File: config.mk
export PLATFORM = sky130hd
export DESIGN_NAME = mouse_packet_decoder_core
export DESIGN_NICKNAME = d
export VERILOG_FILES = /design/src/rtl/mpd_pkg.sv /design/src/rtl/mpd_frame.sv /design/src/rtl/mpd_decode.sv /design/src/rtl/mouse_packet_decoder_core.sv
export SDC_FILE = /design/constraint.sdc
export NUM_CORES = 1
export LEC_CHECK = 0
export BUFFER_PORTS_ARGS = -buffer_cell sky130_fd_sc_hd__buf_4
export CAP_MARGIN = 20
export CORE_MARGIN = 3
export CORE_UTILIZATION = 46
export CTS_BUF_LIST = sky130_fd_sc_hd__clkbuf_8 sky130_fd_sc_hd__clkbuf_16
export DETAILED_ROUTE_END_ITERATION = 10
export PLACE_DENSITY = 0.67
export SLEW_MARGIN = 30
export SYNTH_ARGS = -nofsm -noshare
export SYNTH_HDL_FRONTEND = slang
export SYNTH_HIERARCHICAL = 1
export SYNTH_SLANG_ARGS = --single-unit
export TNS_END_PERCENT = 30
File: constraint.sdc
create_clock -name clk -period 7.1 [get_ports clk]
set_clock_uncertainty 0.05 [all_clocks]
set_input_delay 1.42 -clock clk [delete_from_list [all_inputs] [get_ports clk]]
set_output_delay 1.42 -clock clk [all_outputs]
set_load 0.02 [all_outputs]
File: src/rtl/mpd_pkg.sv
`timescale 1ns / 1ps
// ----------------------------------------------------------------------------
// mpd_pkg
// shared types and constants of the mouse packet decoder
// ----------------------------------------------------------------------------
package mpd_pkg;

  // protocol register codes
  localparam logic [2:0] PROTO_PS2_STD  = 3'd0;
  localparam logic [2:0] PROTO_PS2_WHL  = 3'd1;
  localparam logic [2:0] PROTO_HID_BOOT = 3'd2;
  localparam logic [2:0] PROTO_SERIAL   = 3'd3;
  localparam logic [2:0] PROTO_TOUCH_A  = 3'd4;
  localparam logic [2:0] PROTO_TOUCH_B  = 3'd5;

  localparam int PROTO_W   = 3;
  localparam int COUNT_W   = 3;
  localparam int PKT_BYTES = 6;   // highest byte any layout reads is byte 5

  localparam int BTN_W   = 5;
  localparam int DELTA_W = 14;
  localparam int WHEEL_W = 8;
  localparam int OUT_W   = 48;    // 41 payload bits padded to whole bytes

  typedef enum logic [1:0] {
    KIND_PS2,
    KIND_HID,
    KIND_SERIAL,
    KIND_TOUCH
  } kind_t;

  // completed packet handed from framing to decode
  typedef struct packed {
    logic                       fire;
    kind_t                      kind;
    logic                       has_wheel;
    logic [PKT_BYTES-1:0][7:0]  bytes;
  } frame_t;

  typedef struct packed {
    logic [WHEEL_W-1:0] delta_wheel;
    logic [DELTA_W-1:0] delta_y;
    logic [DELTA_W-1:0] delta_x;
    logic [BTN_W-1:0]   buttons;
  } report_t;

endpackage

File: src/rtl/mpd_frame.sv
`timescale 1ns / 1ps
// ----------------------------------------------------------------------------
// mpd_frame
// packet framing: byte counter, packet byte store, completion detect
// ----------------------------------------------------------------------------
module mpd_frame #(
  parameter int REPORT_BYTES = 6
) (
  input  logic                           clk,
  input  logic                           rst,
  input  logic                           cfg_clear,
  input  logic [mpd_pkg::PROTO_W-1:0]    protocol,
  input  logic                           step,
  input  logic [7:0]                     data_byte,
  input  logic                           end_of_report,
  output mpd_pkg::frame_t                frame
);

  localparam logic [mpd_pkg::COUNT_W-1:0] CountLimit =
    mpd_pkg::COUNT_W'(REPORT_BYTES - 1);

  logic [mpd_pkg::COUNT_W-1:0] byte_count;
  logic [mpd_pkg::COUNT_W-1:0] byte_count_next;
  logic [mpd_pkg::COUNT_W-1:0] count_inc;
  logic [mpd_pkg::COUNT_W:0]   report_len;
  logic [7:0]                  packet_bytes [mpd_pkg::PKT_BYTES];
  logic                        wr;

  assign count_inc  = byte_count + 1'b1;
  assign report_len = {1'b0, byte_count} + 1'b1;

  always_comb begin
    wr              = 1'b0;
    byte_count_next = byte_count;
    frame.fire      = 1'b0;
    frame.kind      = mpd_pkg::KIND_PS2;
    frame.has_wheel = 1'b0;
    if (step) begin
      unique case (protocol)
        mpd_pkg::PROTO_PS2_STD, mpd_pkg::PROTO_PS2_WHL: begin
          frame.kind      = mpd_pkg::KIND_PS2;
          frame.has_wheel = (protocol == mpd_pkg::PROTO_PS2_WHL);
          if (byte_count != '0 || data_byte[3]) begin
            wr = 1'b1;
            if (count_inc == ((protocol == mpd_pkg::PROTO_PS2_WHL) ? 3'd4 : 3'd3)) begin
              byte_count_next = '0;
              frame.fire      = 1'b1;
            end else begin
              byte_count_next = count_inc;
            end
          end
        end
        mpd_pkg::PROTO_SERIAL: begin
          frame.kind = mpd_pkg::KIND_SERIAL;
          if (byte_count != '0 || data_byte[6]) begin
            wr = 1'b1;
            if (count_inc == 3'd3) begin
              byte_count_next = '0;
              frame.fire      = 1'b1;
            end else begin
              byte_count_next = count_inc;
            end
          end
        end
        mpd_pkg::PROTO_HID_BOOT, mpd_pkg::PROTO_TOUCH_A, mpd_pkg::PROTO_TOUCH_B: begin
          frame.kind = (protocol == mpd_pkg::PROTO_HID_BOOT) ? mpd_pkg::KIND_HID
                                                              : mpd_pkg::KIND_TOUCH;
          if (!end_of_report) begin
            if (byte_count < CountLimit) begin
              wr              = 1'b1;
              byte_count_next = count_inc;
            end
          end else begin
            wr              = 1'b1;
            byte_count_next = '0;
            if (protocol == mpd_pkg::PROTO_HID_BOOT) begin
              frame.fire      = (report_len >= 4'd3);
              frame.has_wheel = (report_len >= 4'd4);
            end else begin
              frame.fire = (report_len >= 4'd6);
            end
          end
        end
        default: begin
          // unused codes drop every byte
        end
      endcase
    end
    // current byte is seen by the decoder in the same pass it is stored
    for (int k = 0; k < mpd_pkg::PKT_BYTES; k++) begin
      frame.bytes[k] = (wr && byte_count == mpd_pkg::COUNT_W'(k)) ? data_byte
                                                                 : packet_bytes[k];
    end
  end

  always_ff @(posedge clk) begin
    if (rst || cfg_clear) begin
      byte_count <= '0;
    end else begin
      byte_count <= byte_count_next;
    end
  end

  // bytes beyond the last decoded position are counted but not kept
  always_ff @(posedge clk) begin
    for (int k = 0; k < mpd_pkg::PKT_BYTES; k++) begin
      if (wr && byte_count == mpd_pkg::COUNT_W'(k)) begin
        packet_bytes[k] <= data_byte;
      end
    end
  end

endmodule

File: src/rtl/mpd_decode.sv
`timescale 1ns / 1ps
// ----------------------------------------------------------------------------
// mpd_decode
// field extraction of a completed packet into a movement report
// ----------------------------------------------------------------------------
module mpd_decode (
  input  mpd_pkg::frame_t   frame,
  output mpd_pkg::report_t  report
);

  logic [7:0] b0, b1, b2, b3, b4, b5;
  logic [mpd_pkg::DELTA_W-1:0] ps2_y;

  assign b0 = frame.bytes[0];
  assign b1 = frame.bytes[1];
  assign b2 = frame.bytes[2];
  assign b3 = frame.bytes[3];
  assign b4 = frame.bytes[4];
  assign b5 = frame.bytes[5];

  // 9-bit two's complement, sign in the header byte
  assign ps2_y = {{5{b0[5]}}, b0[5], b2};

  always_comb begin
    unique case (frame.kind)
      mpd_pkg::KIND_PS2: begin
        report.buttons     = {2'b00, b0[2:0]};
        report.delta_x     = {{5{b0[4]}}, b0[4], b1};
        report.delta_y     = mpd_pkg::DELTA_W'(0) - ps2_y;   // flip to screen direction
        report.delta_wheel = frame.has_wheel ? {{4{b3[3]}}, b3[3:0]} : 8'h00;
      end
      mpd_pkg::KIND_SERIAL: begin
        report.buttons     = {3'b000, b0[4], b0[5]};
        report.delta_x     = {{6{b0[1]}}, b0[1:0], b1[5:0]};
        report.delta_y     = {{6{b0[3]}}, b0[3:2], b2[5:0]};
        report.delta_wheel = 8'h00;
      end
      mpd_pkg::KIND_HID: begin
        report.buttons     = b0[4:0];
        report.delta_x     = {{6{b1[7]}}, b1};
        report.delta_y     = {{6{b2[7]}}, b2};
        report.delta_wheel = frame.has_wheel ? b3 : 8'h00;
      end
      mpd_pkg::KIND_TOUCH: begin
        report.buttons     = {3'b000, b0[1:0]};
        report.delta_x     = {1'b0, b1[4:0], b2};
        report.delta_y     = {1'b0, b4[4:0], b5};
        report.delta_wheel = 8'h00;
      end
      default: begin
        report = '0;
      end
    endcase
  end

endmodule

File: src/rtl/mouse_packet_decoder_core.sv
`timescale 1ns / 1ps
// ----------------------------------------------------------------------------
// mouse_packet_decoder_core
// mouse byte stream to movement report decoder
// ----------------------------------------------------------------------------
// Takes one received mouse byte per word on the slave stream and sends one
// movement report on the master stream each time a packet completes. The
// protocol register picks the framing: ps/2 standard (3 bytes) and wheel
// (4 bytes) sync on header bit 3, serial two-button syncs on bit 6 (3 bytes),
// and hid boot and touchpad modes collect bytes up to the word marked with
// tlast. Codes 6 and 7 swallow every byte. Writing the register restarts
// framing; write it only while no word is in flight. Throughput is one byte
// per clock while the report output is not stalled; a byte that completes a
// packet goes through the input register, then framing and decode into the
// output register, where its report waits. The input side keeps accepting
// while a report waits for tready, until both stages are full.
// ----------------------------------------------------------------------------
module mouse_packet_decoder_core #(
  parameter int REPORT_BYTES = 6   // longest hid/touchpad report kept, 4..8
) (
  input  logic        clk,
  input  logic        rst,
  // configuration
  input  logic        cfg_we,
  input  logic [2:0]  cfg_wdata,     // protocol
  // byte input
  input  logic        s_axis_tvalid,
  output logic        s_axis_tready,
  input  logic [7:0]  s_axis_tdata,  // [7:0] data_byte
  input  logic        s_axis_tlast,  // end_of_report
  // report output
  output logic        m_axis_tvalid,
  input  logic        m_axis_tready,
  output logic [47:0] m_axis_tdata   // [4:0] buttons, [18:5] delta_x,
                                     // [32:19] delta_y, [40:33] delta_wheel,
                                     // [47:41] zero
);

  logic [mpd_pkg::PROTO_W-1:0] protocol;

  // input register stage
  logic       in_valid;
  logic [7:0] in_byte;
  logic       in_last;

  // whole pipeline moves when the output register is free or draining
  logic advance;
  logic step;

  mpd_pkg::frame_t  frame;
  mpd_pkg::report_t report;

  assign advance       = !m_axis_tvalid || m_axis_tready;
  assign step          = in_valid && advance;
  assign s_axis_tready = !in_valid || advance;

  // protocol select, restarts framing on write
  always_ff @(posedge clk) begin
    if (rst) begin
      protocol <= mpd_pkg::PROTO_PS2_STD;
    end else if (cfg_we) begin
      protocol <= cfg_wdata;
    end
  end

  always_ff @(posedge clk) begin
    if (rst) begin
      in_valid <= 1'b0;
    end else if (s_axis_tready) begin
      in_valid <= s_axis_tvalid;
    end
  end

  always_ff @(posedge clk) begin
    if (s_axis_tvalid && s_axis_tready) begin
      in_byte <= s_axis_tdata;
      in_last <= s_axis_tlast;
    end
  end

  mpd_frame #(
    .REPORT_BYTES (REPORT_BYTES)
  ) u_frame (
    .clk           (clk),
    .rst           (rst),
    .cfg_clear     (cfg_we),
    .protocol      (protocol),
    .step          (step),
    .data_byte     (in_byte),
    .end_of_report (in_last),
    .frame         (frame)
  );

  mpd_decode u_decode (
    .frame  (frame),
    .report (report)
  );

  // output register: loads a report when a packet completes this pass
  always_ff @(posedge clk) begin
    if (rst) begin
      m_axis_tvalid <= 1'b0;
    end else if (advance) begin
      m_axis_tvalid <= frame.fire;
    end
  end

  always_ff @(posedge clk) begin
    if (advance && frame.fire) begin
      m_axis_tdata <= {7'b0, report};
    end
  end

endmodule

==> results of run 1 <==
==> per-stage QoR <==
stage	total power [W]	setup WS (ns)	instances	utilization, %	instance area (um^2)
5_1_grt	0.00116	2.43	571	55.8	5250
3_5_place_dp	0.000787	2.43	555	53.8	5070
3_3_place_gp	0.000785	2.51	555	53.8	5070
4_1_cts	0.00112	2.80	571	55.8	5250
2_1_floorplan	0.000753	2.89	387	-	4570
6_report	0.00112	2.75	571	55.8	5250
==> layout by cell type (no fill, tap or decap), types with 3 or more instances in the layout <==
master                        n
sky130_fd_sc_hd__a21boi_0     3
sky130_fd_sc_hd__a21o_1       5
sky130_fd_sc_hd__a21oi_1     13
sky130_fd_sc_hd__a21oi_2      4
sky130_fd_sc_hd__and2_1      10
sky130_fd_sc_hd__buf_4       61
sky130_fd_sc_hd__clkbuf_8    10
sky130_fd_sc_hd__clkinvlp_4   3
sky130_fd_sc_hd__conb_1       7
sky130_fd_sc_hd__dfxtp_1     51
sky130_fd_sc_hd__edfxtp_1    50
sky130_fd_sc_hd__ha_1         7
sky130_fd_sc_hd__inv_1        9
sky130_fd_sc_hd__mux2_2      44
sky130_fd_sc_hd__mux2i_1     12
sky130_fd_sc_hd__nand2_1     42
sky130_fd_sc_hd__nand2b_1     7
sky130_fd_sc_hd__nand3_1     10
sky130_fd_sc_hd__nand3b_1     4
sky130_fd_sc_hd__nor2_1      13
sky130_fd_sc_hd__nor2b_1      7
sky130_fd_sc_hd__nor3_1      10
sky130_fd_sc_hd__nor3b_1      4
sky130_fd_sc_hd__o21a_1       3
sky130_fd_sc_hd__o21ai_0      5
sky130_fd_sc_hd__o21ai_1      4
==> cell type report <==
type | count | area, um^2 | area share, %
Clock inverter | 6 | 45.0 | 0.858
Inverter | 10 | 37.5 | 0.715
Timing Repair Buffer | 61 | 458 | 8.72
Clock buffer | 10 | 138 | 2.62
Tap cell | 129 | 161 | 3.07
Multi-Input combinational cell | 254 | 1890 | 36.0
Sequential cell | 101 | 2520 | 48.0
==> power by group through the flow <==
stage / clock network (W) / logic, W / registers, W
final: 0.000341 / 0.000116 / 0.000659
after global routing: 0.000373 / 0.000129 / 0.000661
after CTS: 0.000349 / 0.000116 / 0.000659
after detailed placement: 0 / 0.000115 / 0.000672
after global placement: 0 / 0.000114 / 0.000671
after floorplan: 0 / 0.0000915 / 0.000662
==> sequential cells by signal (all words and copies together), names as in the netlist <==
register,count
in_byte,8
m_axis_tdata,41
u_frame/packet_bytes,43
u_frame/byte_count,3
protocol,3
in_valid,1
m_axis_tvalid,1
in_last,1
==> final timing paths <==
check / startpoint / to / slack, ns / cells after the start
setup / recovery: m_axis_tready / m_axis_tdata[25] / 2.75 / 12
hold reg to reg: u_frame/packet_bytes[3][5] / u_frame/packet_bytes[3][5] / 0.43 / 1
setup reg to reg: u_frame/byte_count[0] / m_axis_tdata[25] / 3.22 / 11
hold / removal: u_frame/packet_bytes[3][5] / u_frame/packet_bytes[3][5] / 0.43 / 1
==> routing by layer <==
metal	wire, um	global-route usage, %	part of all wire (%)	up-vias
met3	562	3.49	5.9	8
li1	-	-	-	1483
met2	4210	27.1	44	90
met1	4590	25.1	49	1408
met5	0	0	0	-
met4	101	4.78	1.1	0
==> results_dict.tcl, run 1 <==
set metrics [dict create \
    status "finished, final reports clean" \
    ant_nets 0 \
    finalWeightedCongestion 0.887 \
    cts_repair_resized_insts 0 \
    final.fill_count 830 \
    critPathCaptureType "flip-flop" \
    wire_per_inst_um 16.6 \
    postCtsSetupBuffers 0 \
    worstPathBufferInverterCount 2 \
    switchingPower_w 0.000285 \
    cts_sink_cnt 101 \
    worstPathMaxFanout 8 \
    worst_ir_drop_vdd_mv 0.112 \
    yosys_warnings 6 \
    worst_hold_path_type "reg -> reg" \
    cp_slowest_stage_delay_ns 0.44 \
    period_share_pct 61.2 \
    cts_tree "done" \
    fin_nets 461 \
    min_period_ns 4.35 \
    power.share.sequential_pct 59.1 \
    ctsHtreeMaxLevel 3 \
    syn_area_per_cell_um2 11.9 \
    worst-slew-pin-transition_ns 0.650 \
    timing.critical_path.cells "buf_4, nand2b_1, and2_1, a21boi_0, nand3_1, a21oi_2, mux2_2, inv_1, ha_1, or3b_1, o311a_1, nor3_1" \
    number_of_buffers_created_by_cts 9 \
    post_synth_inst_count 381 \
    floorplan.io_pins 67 \
    drt_iter0_drc 132 \
    via_count 2989 \
    largest_net_degree_at_the_start_of_global_routing 42 \
    antenna_found_initial 0 \
    floorplan.die.height_um 105 \
    n_antenna_cell 0 \
    worst-setup-path-type "in -> reg" \
    path_delay_family "compound AO/OA/AOI/OAI gates" \
    clock_latency_ns 0.37 \
    initial_core_util_pct 48.3 \
    post_synth_instance_area_um2 4550 \
    hold_viol 0 \
    fmax_mhz 230 \
    grt_first_pass_wirelength_mm 15.3 \
    max-clock-path-buffers 2 \
    cp.arrival_ns 4.49 \
    power.combinational.fraction_pct 10.4 \
    core_area_um2 9420 \
    cpMaxStageDelayCell "sky130_fd_sc_hd__a21boi_0" \
    postCtsHoldBufs 0 \
    total_drc_errors_in_the_routed_layout 0 \
    grt_util_all_layers_pct 17.5 \
    floorplan.die.width_um 105 \
    critPathRequiredTime_ns 7.24 \
    numPortBuffers 59 \
    report.final.setup_viol 0 \
    routed_via_density 5.23 \
    crit_path_start_kind "input port" \
    postRouteWirelength_mm 9.47 \
    switching_share_pct 25.5 \
    timing.max_slew.rel_slack_pct 56.7 \
    power_per_cell_area_nw_per_um2 212 \
    flow.area_growth_from_synthesis_pct 15.5 \
    dpl.hpwl_mm 6.54 \
    num_rows 35 \
    cts_root_buf "sky130_fd_sc_hd__clkbuf_8" \
    global_route.overflow_total 0 \
    cellLeakagePower_nw 2.05 \
    slew_viol_final 0 \
    vias_in_the_first_global_route 2933 \
    internal_power_w 0.000831 \
    finalSetupTns_ns 0 \
    power.share.clock_pct 30.6 \
    post_route_cells_drive_above_1_share_pct 31.2 \
    first_pass_iters 4 \
    maxcap_violations 0 \
    design.die.area_um2 11100 \
    clkSlewWorstSetupHoldPaths_ns 0.09 \
    finalHoldWorstSlack_ns 0.431 \
    rsz0062_at_grt "false" \
]
(Power assumes the default switching activity.)
==> run 2, diff against run 1 <==
==> constraint.sdc (replaced) <==
create_clock -name clk -period 4.3 [get_ports clk]
set_clock_uncertainty 0.05 [all_clocks]
set_input_delay 0.86 -clock clk [delete_from_list [all_inputs] [get_ports clk]]
set_output_delay 0.86 -clock clk [all_outputs]
set_load 0.02 [all_outputs]
==> run 2 against run 1 <==
Critical path type is now reg -> reg. Die area unchanged. Final cell count grew 0.70%. Combinational power up 69%. Non-clock buffer count increased by 4. Sequential share of layout area fell by 0.45 points. Wire length rose by 0.26%. Largest power group unchanged. Core utilization increased by 0.53 points.
==> results_dict.tcl, run 2 (synthesis gave the netlist of run 1 again) <==
set metrics [dict create \
    rr_endpoint "m_axis_tdata[25]" \
    dpl.hpwl_mm 6.60 \
    status "finished, final reports clean" \
    cp.arrival_ns 3.95 \
    fmax_mhz 258 \
    report.final.setup_viol 0 \
    slew_viol_final 0 \
    timing.critical_path.cells "inv_1, ha_1, nor3b_1, o32a_1, a21oi_2, mux2_2, inv_1, ha_1, or3b_1, nor4b_1, nor3_1" \
    ant_nets 0 \
    cp_slowest_stage_delay_ns 0.50 \
    cts_tree "done" \
    period_share_pct 90.3 \
    wire_per_inst_um 16.5 \
    cts_root_buf "sky130_fd_sc_hd__clkbuf_8" \
    vias_in_the_first_global_route 2973 \
    initial_core_util_pct 48.3 \
    worstPathMaxFanout 8 \
    dpl_ws_ns 0.263 \
    post_route_cells_drive_above_1_share_pct 31.8 \
    global_route.overflow_total 0 \
    cts_repair_resized_insts 0 \
    max-clock-path-buffers 2 \
    most-common-layout-cells "65 x sky130_fd_sc_hd__buf_4, 51 x sky130_fd_sc_hd__dfxtp_1, 50 x sky130_fd_sc_hd__edfxtp_1" \
    number_of_buffers_created_by_cts 9 \
    drt_iter0_drc 187 \
    route.layer.met1.wl_mm 4.39 \
    layout.cells.most_common "sky130_fd_sc_hd__buf_4" \
    rsz0062_at_grt "false" \
    finalWeightedCongestion 0.897 \
    registers.top_by_ff_count "u_frame/packet_bytes" \
    critical_path_endpoint "m_axis_tdata[25]" \
    numPortBuffers 59 \
    fin_nets 465 \
    timing.rr.start "u_frame/byte_count[0]" \
    clock_latency_ns 0.37 \
    maxcap_violations 0 \
    worst_hold_path_type "reg -> reg" \
    postRouteWirelength_mm 9.49 \
    critPathRequiredTime_ns 4.36 \
    crit_path_start_kind "flip-flop" \
    postCtsHoldBufs 0 \
    dp_cells 559 \
    startpoint "u_frame/byte_count[0]" \
    floorplan.io_pins 67 \
    antenna_found_initial 0 \
    grt_first_pass_wirelength_mm 15.5 \
    grt_util_all_layers_pct 17.7 \
    worstSetupPathDepth 11 \
    timing.reg2reg.worst_path_depth 11 \
    seq_area_um2 2520 \
    met2_length_mm 4.39 \
    core_area_um2 9420 \
    postCtsSetupBuffers 0 \
    worst_ir_drop_vdd_mv 0.181 \
    timing.max_slew.rel_slack_pct 51.4 \
    floorplan.die.height_um 105 \
    final.fill_count 809 \
    critPathCaptureType "flip-flop" \
    clkSlewWorstSetupHoldPaths_ns 0.10 \
    worst-setup-path-type "reg -> reg" \
    largest_net_degree_at_the_start_of_global_routing 22 \
    post-route-worst-setup-slack_ns 0.418 \
    design.die.area_um2 11100 \
    min_period_ns 3.88 \
    flow.area_growth_from_synthesis_pct 16.6 \
    total_drc_errors_in_the_routed_layout 0 \
    route.top_layer_used "met4" \
    hold_viol 0 \
    worstPathBufferInverterCount 2 \
    ctsHtreeMaxLevel 3 \
    worst-r2r-setup-slack_ns 0.42 \
    power_per_cell_area_nw_per_um2 359 \
    path_delay_family "compound AO/OA/AOI/OAI gates" \
    largest_reg_flops 43 \
    detailroute.wirelength.met3_um 562 \
    num_rows 35 \
    n_antenna_cell 0 \
    biggestRegsByFlops "u_frame/packet_bytes x43, m_axis_tdata x41, in_byte x8" \
    floorplan.die.width_um 105 \
    finalSetupTns_ns 0 \
    cellLeakagePower_nw 2.09 \
    cts_sink_cnt 101 \
    fin_cells 575 \
    via_count 3088 \
    worst-slew-pin-transition_ns 0.729 \
    area_occupied_by_multi_input_gates_um2 1890 \
    finalHoldWorstSlack_ns 0.435 \
    cpMaxStageDelayCell "sky130_fd_sc_hd__a21oi_2" \
    routed_via_density 5.37 \
    first_pass_iters 4 \
    hold_start "u_frame/packet_bytes[3][4]" \
]
run 2: worst min path at each step:
| stage | to | slack [ns] | depth (start not counted) |
|---|---|---|---|
| floorplan | u_frame/packet_bytes[3][0] | 0.39 | 1 |
| CTS | u_frame/packet_bytes[5][7] | 0.44 | 1 |
| detailed placement | u_frame/packet_bytes[3][2] | 0.41 | 1 |
| global placement | u_frame/packet_bytes[3][1] | 0.40 | 1 |
| finish | u_frame/packet_bytes[3][4] | 0.44 | 1 |
| global route | u_frame/packet_bytes[5][1] | 0.45 | 1 |
run 2: final cells by class:
| type | instances | share of cell area, % |
|---|---|---|
| flip-flops and latches | 101 | 47.6 |
| multi-input cells | 254 | 35.6 |
| repair buffers | 65 | 9.20 |
| well taps | 129 | 3.04 |
| clock buffers | 9 | 2.34 |
| clock inverters | 7 | 1.51 |
| inverters | 10 | 0.708 |
run 2: per-stage QoR:
step / power (W) / util [%] / area [um^2]
after floorplan: 0.00124 / - / 4570
after global placement: 0.00130 / 54.1 / 5100
after detailed placement: 0.00130 / 54.1 / 5100
after CTS: 0.00191 / 56.3 / 5300
after global routing: 0.00198 / 56.3 / 5300
final: 0.00190 / 56.3 / 5300
run 2: layer usage:
layer  track usage (%)  vias up
met4              5.90        0
met3              2.94       11
met2              27.0       96
met5                 0        -
met1              25.7     1489
li1                  -     1492
run 2: where the power goes:
part / internal (W) / switching (W)
logic: 0.0000867 / 0.000109
registers: 0.00106 / 0.0000282
clock network: 0.000277 / 0.000343
